**src/rtl/bmp24_pkg.sv**
```systemverilog
// bmp24_pkg: types and constants of the 24-bit BMP stream decoder.
// No dependencies; used by bmp24_stream_decoder and its checker.
package bmp24_pkg;

	typedef enum logic [6:0] {
		PH_WAIT   = 7'b0000001,
		PH_HEADER = 7'b0000010,
		PH_SKIP   = 7'b0000100,
		PH_PIXEL  = 7'b0001000,
		PH_PAD    = 7'b0010000,
		PH_DONE   = 7'b0100000,
		PH_ERROR  = 7'b1000000
	} phase_t;

	localparam logic [1:0] KIND_PIXEL  = 2'd0;
	localparam logic [1:0] KIND_HEADER = 2'd1;
	localparam logic [1:0] KIND_ERROR  = 2'd2;

	localparam logic [2:0] ERR_MAGIC       = 3'd0;
	localparam logic [2:0] ERR_HEADER_SIZE = 3'd1;
	localparam logic [2:0] ERR_BPP         = 3'd2;
	localparam logic [2:0] ERR_COMPRESSED  = 3'd3;
	localparam logic [2:0] ERR_SIZE        = 3'd4;
	localparam logic [2:0] ERR_MAX         = 3'd4;

	localparam logic [7:0] MAGIC_B = 8'h42;
	localparam logic [7:0] MAGIC_M = 8'h4D;

	localparam logic [31:0] HDR_INFO = 32'd40;
	localparam logic [31:0] HDR_CORE = 32'd12;
	localparam logic [15:0] BPP_24   = 16'd24;
	localparam logic [31:0] MIN_OFS_INFO = 32'd54;
	localparam logic [31:0] MIN_OFS_CORE = 32'd26;

	// byte offsets of the last byte of each header field; for the compression field, of its second byte
	localparam logic [31:0] POS_MAGIC_B   = 32'd0;
	localparam logic [31:0] POS_MAGIC_M   = 32'd1;
	localparam logic [31:0] POS_OFFSET    = 32'd13;
	localparam logic [31:0] POS_HDR_SIZE  = 32'd17;
	localparam logic [31:0] POS_INFO_W    = 32'd21;
	localparam logic [31:0] POS_INFO_H    = 32'd25;
	localparam logic [31:0] POS_INFO_BPP  = 32'd29;
	localparam logic [31:0] POS_INFO_COMP = 32'd31;
	localparam logic [31:0] POS_CORE_W    = 32'd19;
	localparam logic [31:0] POS_CORE_H    = 32'd21;
	localparam logic [31:0] POS_CORE_BPP  = 32'd25;

	localparam int OUT_TDATA_W = 80;

	typedef struct packed {
		logic [2:0]  error_code;
		logic [12:0] image_height;
		logic [12:0] image_width;
		logic [11:0] stored_row;
		logic [11:0] column;
		logic [7:0]  blue;
		logic [7:0]  green;
		logic [7:0]  red;
	} result_t;

endpackage

```
**src/rtl/bmp24_stream_decoder.sv**
```systemverilog
// bmp24_stream_decoder: byte-stream decoder for 24-bit BMP files.
// Depends on bmp24_pkg.
//
// channel | dir | tdata (low bit up)                                      | tuser        | tlast
// s       | in  | data_byte[7:0]                                          | start_of_file| -
// m       | out | red,green,blue,column,stored_row,image_width,           | kind[1:0]    | last_pixel
//         |     | image_height,error_code, zero fill to 80 bits           |              |
//
// One byte per cycle unless a result is held by a stalled m side; a byte passes an input
// register, then the parse logic writes parser state and the result register.
// arst_n clears the parser to waiting for a start-of-file byte; no clearing pass.
// A stalled m side holds the result; one more byte is taken into the input register,
// and bytes that cause no result keep flowing while the result waits.
module bmp24_stream_decoder #(
	parameter int MAX_WIDTH  = 4096,
	parameter int MAX_HEIGHT = 4096
) (
	input  logic                                clk,
	input  logic                                arst_n,
	input  logic                                s_tvalid,
	output logic                                s_tready,
	input  logic [7:0]                          s_tdata,  // data_byte
	input  logic                                s_tuser,  // start_of_file
	output logic                                m_tvalid,
	input  logic                                m_tready,
	output logic [bmp24_pkg::OUT_TDATA_W-1:0]   m_tdata,  // red, green, blue, column,
	                                                      // stored_row, image_width,
	                                                      // image_height, error_code
	output logic [1:0]                          m_tuser,  // kind
	output logic                                m_tlast   // last_pixel
);
	import bmp24_pkg::*;

	localparam int WW = $clog2(MAX_WIDTH + 1);
	localparam int WH = $clog2(MAX_HEIGHT + 1);

	logic        valid_s1;
	logic [7:0]  byte_s1;
	logic        sof_s1;
	logic        adv;

	phase_t      ph_q, cur_ph, n_ph;
	logic [31:0] bpos_q, cur_bpos, n_bpos;
	logic [31:0] acc_q, cur_acc, n_acc;
	logic        core_q, cur_core, n_core;
	logic [WW-1:0] wid_q, cur_wid, n_wid;
	logic [WH-1:0] hgt_q, cur_hgt, n_hgt;
	logic [31:0] dstart_q, cur_dstart, n_dstart;
	logic [WW-1:0] col_q, cur_col, n_col;
	logic [WH-1:0] row_q, cur_row, n_row;
	logic [1:0]  bip_q, cur_bip, n_bip;
	logic [1:0]  pad_q, cur_pad, n_pad;
	logic [7:0]  hb_q, cur_hb, n_hb;
	logic [7:0]  hg_q, cur_hg, n_hg;
	logic        sfault_q, cur_sfault, n_sfault;

	logic        res_valid;
	logic [1:0]  res_kind;
	logic        res_last;
	result_t     res;
	logic        do_pixel;
	logic        last;
	logic [31:0] a;
	logic [31:0] col32, row32, wid32, hgt32;

	result_t     out_q;
	logic [1:0]  kind_q;
	logic        last_q;

	assign adv      = valid_s1 && (!res_valid || !m_tvalid || m_tready);
	assign s_tready = !valid_s1 || adv;

	always_comb begin
		if (sof_s1) begin
			cur_ph     = PH_HEADER;
			cur_bpos   = '0;
			cur_acc    = '0;
			cur_core   = 1'b0;
			cur_wid    = '0;
			cur_hgt    = '0;
			cur_dstart = '0;
			cur_col    = '0;
			cur_row    = '0;
			cur_bip    = '0;
			cur_pad    = '0;
			cur_hb     = '0;
			cur_hg     = '0;
			cur_sfault = 1'b0;
		end else begin
			cur_ph     = ph_q;
			cur_bpos   = bpos_q;
			cur_acc    = acc_q;
			cur_core   = core_q;
			cur_wid    = wid_q;
			cur_hgt    = hgt_q;
			cur_dstart = dstart_q;
			cur_col    = col_q;
			cur_row    = row_q;
			cur_bip    = bip_q;
			cur_pad    = pad_q;
			cur_hb     = hb_q;
			cur_hg     = hg_q;
			cur_sfault = sfault_q;
		end

		n_ph     = cur_ph;
		n_bpos   = cur_bpos;
		n_acc    = cur_acc;
		n_core   = cur_core;
		n_wid    = cur_wid;
		n_hgt    = cur_hgt;
		n_dstart = cur_dstart;
		n_col    = cur_col;
		n_row    = cur_row;
		n_bip    = cur_bip;
		n_pad    = cur_pad;
		n_hb     = cur_hb;
		n_hg     = cur_hg;
		n_sfault = cur_sfault;

		res_valid = 1'b0;
		res_kind  = KIND_PIXEL;
		res_last  = 1'b0;
		res       = '0;
		do_pixel  = 1'b0;
		last      = 1'b0;

		a     = {byte_s1, cur_acc[31:8]};
		col32 = 32'(cur_col);
		row32 = 32'(cur_row);
		wid32 = 32'(cur_wid);
		hgt32 = 32'(cur_hgt);

		case (cur_ph)
			PH_HEADER: begin
				n_acc  = a;
				n_bpos = cur_bpos + 32'd1;
				if (cur_bpos == POS_MAGIC_B) begin
					if (byte_s1 != MAGIC_B) begin
						res_valid = 1'b1; res_kind = KIND_ERROR; res.error_code = ERR_MAGIC;
					end
				end else if (cur_bpos == POS_MAGIC_M) begin
					if (byte_s1 != MAGIC_M) begin
						res_valid = 1'b1; res_kind = KIND_ERROR; res.error_code = ERR_MAGIC;
					end
				end else if (cur_bpos == POS_OFFSET) begin
					n_dstart = a;
				end else if (cur_bpos == POS_HDR_SIZE) begin
					if (a == HDR_INFO) begin
						n_core = 1'b0;
					end else if (a == HDR_CORE) begin
						n_core = 1'b1;
					end else begin
						res_valid = 1'b1; res_kind = KIND_ERROR; res.error_code = ERR_HEADER_SIZE;
					end
				end else if (!cur_core) begin
					if (cur_bpos == POS_INFO_W) begin
						n_wid = a[WW-1:0];
						if (a == 32'd0 || a > 32'(MAX_WIDTH)) n_sfault = 1'b1;
					end else if (cur_bpos == POS_INFO_H) begin
						n_hgt = a[WH-1:0];
						if (a == 32'd0 || a > 32'(MAX_HEIGHT)) n_sfault = 1'b1;
					end else if (cur_bpos == POS_INFO_BPP) begin
						if (a[31:16] != BPP_24) begin
							res_valid = 1'b1; res_kind = KIND_ERROR; res.error_code = ERR_BPP;
						end
					end else if (cur_bpos == POS_INFO_COMP) begin
						res_valid = 1'b1;
						if (a[31:16] != 16'd0) begin
							res_kind = KIND_ERROR; res.error_code = ERR_COMPRESSED;
						end else if (cur_sfault || cur_dstart < MIN_OFS_INFO) begin
							res_kind = KIND_ERROR; res.error_code = ERR_SIZE;
						end else begin
							res_kind = KIND_HEADER;
						end
					end
				end else begin
					if (cur_bpos == POS_CORE_W) begin
						n_wid = a[16+WW-1:16];
						if (a[31:16] == 16'd0 || 32'(a[31:16]) > 32'(MAX_WIDTH)) n_sfault = 1'b1;
					end else if (cur_bpos == POS_CORE_H) begin
						n_hgt = a[16+WH-1:16];
						if (a[31:16] == 16'd0 || 32'(a[31:16]) > 32'(MAX_HEIGHT)) n_sfault = 1'b1;
					end else if (cur_bpos == POS_CORE_BPP) begin
						res_valid = 1'b1;
						if (a[31:16] != BPP_24) begin
							res_kind = KIND_ERROR; res.error_code = ERR_BPP;
						end else if (cur_sfault || cur_dstart < MIN_OFS_CORE) begin
							res_kind = KIND_ERROR; res.error_code = ERR_SIZE;
						end else begin
							res_kind = KIND_HEADER;
						end
					end
				end
				if (res_valid) begin
					if (res_kind == KIND_HEADER) begin
						n_ph = PH_SKIP;
						res.image_width  = wid32[12:0];
						res.image_height = hgt32[12:0];
					end else begin
						n_ph = PH_ERROR;
					end
				end
			end
			PH_SKIP: begin
				if (cur_bpos != cur_dstart) begin
					n_bpos = cur_bpos + 32'd1;
				end else begin
					n_ph     = PH_PIXEL;
					do_pixel = 1'b1;
				end
			end
			PH_PIXEL: begin
				do_pixel = 1'b1;
			end
			PH_PAD: begin
				n_pad = cur_pad - 2'd1;
				if (n_pad == 2'd0) begin
					n_col = '0;
					n_row = cur_row + WH'(1);
					n_ph  = PH_PIXEL;
				end
			end
			default: begin
			end
		endcase

		if (do_pixel) begin
			case (cur_bip)
				2'd0: begin
					n_hb  = byte_s1;
					n_bip = 2'd1;
				end
				2'd1: begin
					n_hg  = byte_s1;
					n_bip = 2'd2;
				end
				default: begin
					n_bip = 2'd0;
					last  = (cur_col + WW'(1) == cur_wid) && (cur_row + WH'(1) == cur_hgt);
					res_valid      = 1'b1;
					res_kind       = KIND_PIXEL;
					res_last       = last;
					res.red        = byte_s1;
					res.green      = cur_hg;
					res.blue       = cur_hb;
					res.column     = col32[11:0];
					res.stored_row = row32[11:0];
					if (last) begin
						n_ph = PH_DONE;
					end else if (cur_col + WW'(1) == cur_wid) begin
						n_pad = wid32[1:0];
						if (wid32[1:0] != 2'd0) begin
							n_col = cur_col + WW'(1);
							n_ph  = PH_PAD;
						end else begin
							n_col = '0;
							n_row = cur_row + WH'(1);
							n_ph  = PH_PIXEL;
						end
					end else begin
						n_col = cur_col + WW'(1);
					end
				end
			endcase
		end
	end

	always_ff @(posedge clk or negedge arst_n) begin
		if (!arst_n) begin
			valid_s1 <= 1'b0;
		end else if (s_tready) begin
			valid_s1 <= s_tvalid;
		end
	end

	always_ff @(posedge clk) begin
		if (s_tready) begin
			byte_s1 <= s_tdata;
			sof_s1  <= s_tuser;
		end
	end

	always_ff @(posedge clk or negedge arst_n) begin
		if (!arst_n) begin
			ph_q     <= PH_WAIT;
			bpos_q   <= '0;
			acc_q    <= '0;
			core_q   <= 1'b0;
			wid_q    <= '0;
			hgt_q    <= '0;
			dstart_q <= '0;
			col_q    <= '0;
			row_q    <= '0;
			bip_q    <= '0;
			pad_q    <= '0;
			hb_q     <= '0;
			hg_q     <= '0;
			sfault_q <= 1'b0;
		end else if (adv) begin
			ph_q     <= n_ph;
			bpos_q   <= n_bpos;
			acc_q    <= n_acc;
			core_q   <= n_core;
			wid_q    <= n_wid;
			hgt_q    <= n_hgt;
			dstart_q <= n_dstart;
			col_q    <= n_col;
			row_q    <= n_row;
			bip_q    <= n_bip;
			pad_q    <= n_pad;
			hb_q     <= n_hb;
			hg_q     <= n_hg;
			sfault_q <= n_sfault;
		end
	end

	always_ff @(posedge clk or negedge arst_n) begin
		if (!arst_n) begin
			m_tvalid <= 1'b0;
		end else if (adv && res_valid) begin
			m_tvalid <= 1'b1;
		end else if (m_tready) begin
			m_tvalid <= 1'b0;
		end
	end

	always_ff @(posedge clk) begin
		if (adv && res_valid) begin
			out_q  <= res;
			kind_q <= res_kind;
			last_q <= res_last;
		end
	end

	assign m_tdata = {3'b000, out_q};
	assign m_tuser = kind_q;
	assign m_tlast = last_q;

endmodule

```
**config.mk**
```make
export PLATFORM = sky130hd
export DESIGN_NAME = bmp24_stream_decoder
export DESIGN_NICKNAME = d
export VERILOG_FILES = /design/src/rtl/bmp24_pkg.sv /design/src/rtl/bmp24_stream_decoder.sv
export SDC_FILE = /design/constraint.sdc
export NUM_CORES = 1
export LEC_CHECK = 0
export BUFFER_PORTS_ARGS = -buffer_cell sky130_fd_sc_hd__buf_2
export CORE_MARGIN = 5
export CORE_UTILIZATION = 61
export CTS_CLUSTER_SIZE = 10
export DETAILED_ROUTE_END_ITERATION = 8
export PLACE_DENSITY_LB_ADDON = 0.25
export SLEW_MARGIN = 15
export SYNTH_ARGS = -nofsm -noshare
export SYNTH_HDL_FRONTEND = slang
export SYNTH_SLANG_ARGS = --single-unit
```
**constraint.sdc**
```tcl
create_clock -name clk -period 10.7 [get_ports clk]
set_input_delay 2.14 -clock clk [delete_from_list [all_inputs] [get_ports clk]]
set_output_delay 2.14 -clock clk [all_outputs]
set_load 0.02 [all_outputs]
```
==> flow_summary.ini <==
[worst_hold_path]
hold_path_class = reg -> reg

[routing]
wire_per_inst_um = 23.1
postRouteAntennaNets = 0
drt_first_pass_iters = 6
wl_um = 42200
drt-initial-drc-count = 1329
vias = 12094
viasPerCell = 6.61
drc = 0

[critical_path]
cp.arrival_ns = 4.36
worst-path-max-fanout = 58
cp_data_required_time_ns = 8.56
start_kind = flop
criticalPathCategory = reg -> out
end_kind = output port

[power_and_ir_drop]
p_sw_mw = 1.30
p_per_area_nw_per_um2 = 217
clockPowerShare_pct = 27.4
ir_worst_vdd_mv = 0.136
p_int_mw = 2.12
pwr-share-seq_pct = 44.3
combPwrFrac_pct = 28.3
netSwitchingFraction_pct = 37.9
leakage_nw = 6.42

[final_layout]
nFillCells = 1891
num_antenna_cells = 0
area_growth_syn_to_layout_pct = 10.5
regArea_um2 = 6950
nets = 1508
finish.instance_area_um2 = 15700
multi_input_area_um2 = 6730
drive_gt1_share_pct = 13.4

[logic_synthesis]
ys_seq_elements = 260
synth_most_common_cell = dfrtp_1
synth-seq-area-share_pct = 48.8
async_flop_share_pct = 65.8
synth_top_area_cell = dfrtp_1
syn_inst = 1449
yosysUniqueCellTypes = 97
synth_area_leaders = dfrtp_1, edfxtp_1, and2_1
synthFlopType = dfrtp_1
synth_edf_count = 89
synth_common_cells = dfrtp_1, nand2_1, edfxtp_1
synth_top_area_share_pct = 29.9
ys_warn_count = 0
syn_area_per_cell_um2 = 9.84
netlist_area_um2 = 14300

[global_route]
grt_pass1_vias = 11630
antenna_found_initial = 0
gr-total-overflow = 0
grt_max_degree = 82
grtUsageTotal_pct = 31.3
grt_pass1_wl_um = 65800

[clock_network]
cts_max_path_buffers = 3
cts_sinks = 260
hold_buffers = 0
clock_latency_ns = 0.56
cts_max_level = 1
root_buffer = clkbuf_16
post_cts_resized = 0
cts_buffers = 30
clkTransAtPathRegs_ns = 0.06
cts_tree = yes
post_cts_buffers = 0

[die]
die_area_um2 = 26500
pin_count = 98
core_um2 = 23300
die_w_um = 163
initial_core_util_pct = 61.3
rows = 56
dieHeight_um = 163

[run]
maxCapViolCount = 0

[placed_design]
finalWeightedCongestion = 1.02
place_area_um2 = 14900
portBuffers = 94
dpl.hpwl_um = 28800

[timing]
slew_headroom_pct = 25.1
drv_slew = 0
hold_viol = 0
skew_ns = 0.0117
rsz0062_at_grt = no
setup_viol = 0
fin_crit_sh_pct = 60.7
max_freq_ghz = 0.154
finalSetupTns_ns = 0
worstMarginPinSlew_ns = 1.12
fin_crit_ns = 6.50

[status]
status = completed
## cells in the final DEF (no fill, tap or decap), drive strengths merged, types with 5 or more instances in the layout
cell type / synthesis / final
a2111oi: 6 / 6
a21o: 5 / 5
a21oi: 62 / 62
a221o: 9 / 9
a22o: 43 / 43
a22oi: 14 / 14
a31oi: 15 / 15
a32o: 5 / 5
and2: 89 / 89
and3: 15 / 15
and4: 7 / 7
buf: 36 / 115
clkbuf: 73 / 52
dfrtp: 170 / 170
edfxtp: 89 / 89
ha: 6 / 6
inv: 38 / 38
mux2: 11 / 11
mux2i: 17 / 17
nand2: 104 / 104
nand2b: 14 / 14
nand3: 52 / 52
nand4: 31 / 31
nor2: 75 / 75
nor2b: 38 / 38
nor3: 35 / 35
nor4: 39 / 39
o211ai: 23 / 23
o21ai: 103 / 103
o221ai: 5 / 5
o22ai: 30 / 30
o311ai: 16 / 16
o31ai: 13 / 13
o41ai: 6 / 6
or2: 9 / 9
or3: 10 / 10
or4: 13 / 13
xnor2: 34 / 34
xor2: 21 / 21
## flip-flops by register name, summed over array words and instances, names as in the netlist, 13 cells and up
register  count
m_tdata      77
bpos_q       32
dstart_q     32
acc_q        24
col_q        13
hgt_q        13
row_q        13
wid_q        13
## cell type report
| class | count | share of cell area (%) |
|---|---|---|
| well taps | 319 | 2.54 |
| inverters | 39 | 0.930 |
| clock inverters | 1 | 0.0318 |
| multi-input cells | 1043 | 42.7 |
| repair buffers | 115 | 4.03 |
| flip-flops and latches | 260 | 44.2 |
| clock buffers | 52 | 5.56 |
## cell families after synthesis
logic type | share of synthesized area, %
buffers and inverters | 4.30
muxes | 2.06
DFF | 48.8
and+or+nand+nor | 21.4
other | 0.0263
xor gates and xnor gates | 3.38
adders and majority gates | 0.527
AOI/OAI and AO/OA | 19.5
## final timing paths
path                                      start               endpoint  slack (ns)  cells past startpoint
min                         ph_q[0]$_DFFE_PN1P_    ph_q[0]$_DFFE_PN1P_        0.49                      1
min reg2reg                 ph_q[0]$_DFFE_PN1P_    ph_q[0]$_DFFE_PN1P_        0.49                      1
min in group asynchronous                arst_n    hb_q[3]$_DFFE_PN0P_        1.48                      1
max reg2reg                byte_s1[5]$_DFFE_PP_  hgt_q[12]$_DFFE_PN0P_        5.68                      9
max in group asynchronous                arst_n  acc_q[27]$_DFFE_PN0P_        7.93                      2
max                            sof_s1$_DFFE_PP_               s_tready        4.20                     10
## through the flow
step	hold WS, ns	total power [mW]	setup slack, ns	util [%]	instances
after floorplan	0.456	2.12	3.54	-	1451
after global placement	0.475	2.46	4.95	63.9	1776
after detailed placement	0.482	2.48	4.83	63.9	1776
after CTS	0.493	3.41	4.22	67.7	1829
after global routing	0.511	3.58	3.93	67.7	1829
final	0.491	3.42	4.20	67.7	1829
## worst max-delay path, stage by stage, from the launching register on
cell,delay (ns)
edfxtp_1,0.38
buf_4,0.31
nand2b_1,0.31
a2111oi_0,0.42
nand2_1,0.12
or4_1,0.67
o21ai_2,0.19
buf_4,0.35
nor2_1,0.15
or3_1,0.61
buf_2,0.26
## power by group through the flow
stage | Combinational, mW | Clock [mW] | Sequential [mW]
5_1_grt | 1.05 | 0.998 | 1.53
3_3_place_gp | 0.946 | 0 | 1.52
3_5_place_dp | 0.957 | 0 | 1.52
6_report | 0.969 | 0.939 | 1.51
4_1_cts | 0.963 | 0.946 | 1.50
2_1_floorplan | 0.630 | 0 | 1.49
## layer usage
layer | GRT usage [%] | part of all wire (%) | vias to the layer above
li1 | - | - | 5494
met1 | 42.9 | 40 | 5896
met2 | 51.1 | 48 | 587
met3 | 4.68 | 8.3 | 117
met4 | 11.7 | 3.9 | 0
met5 | 0 | 0 | -
(Power assumes the default switching activity.)
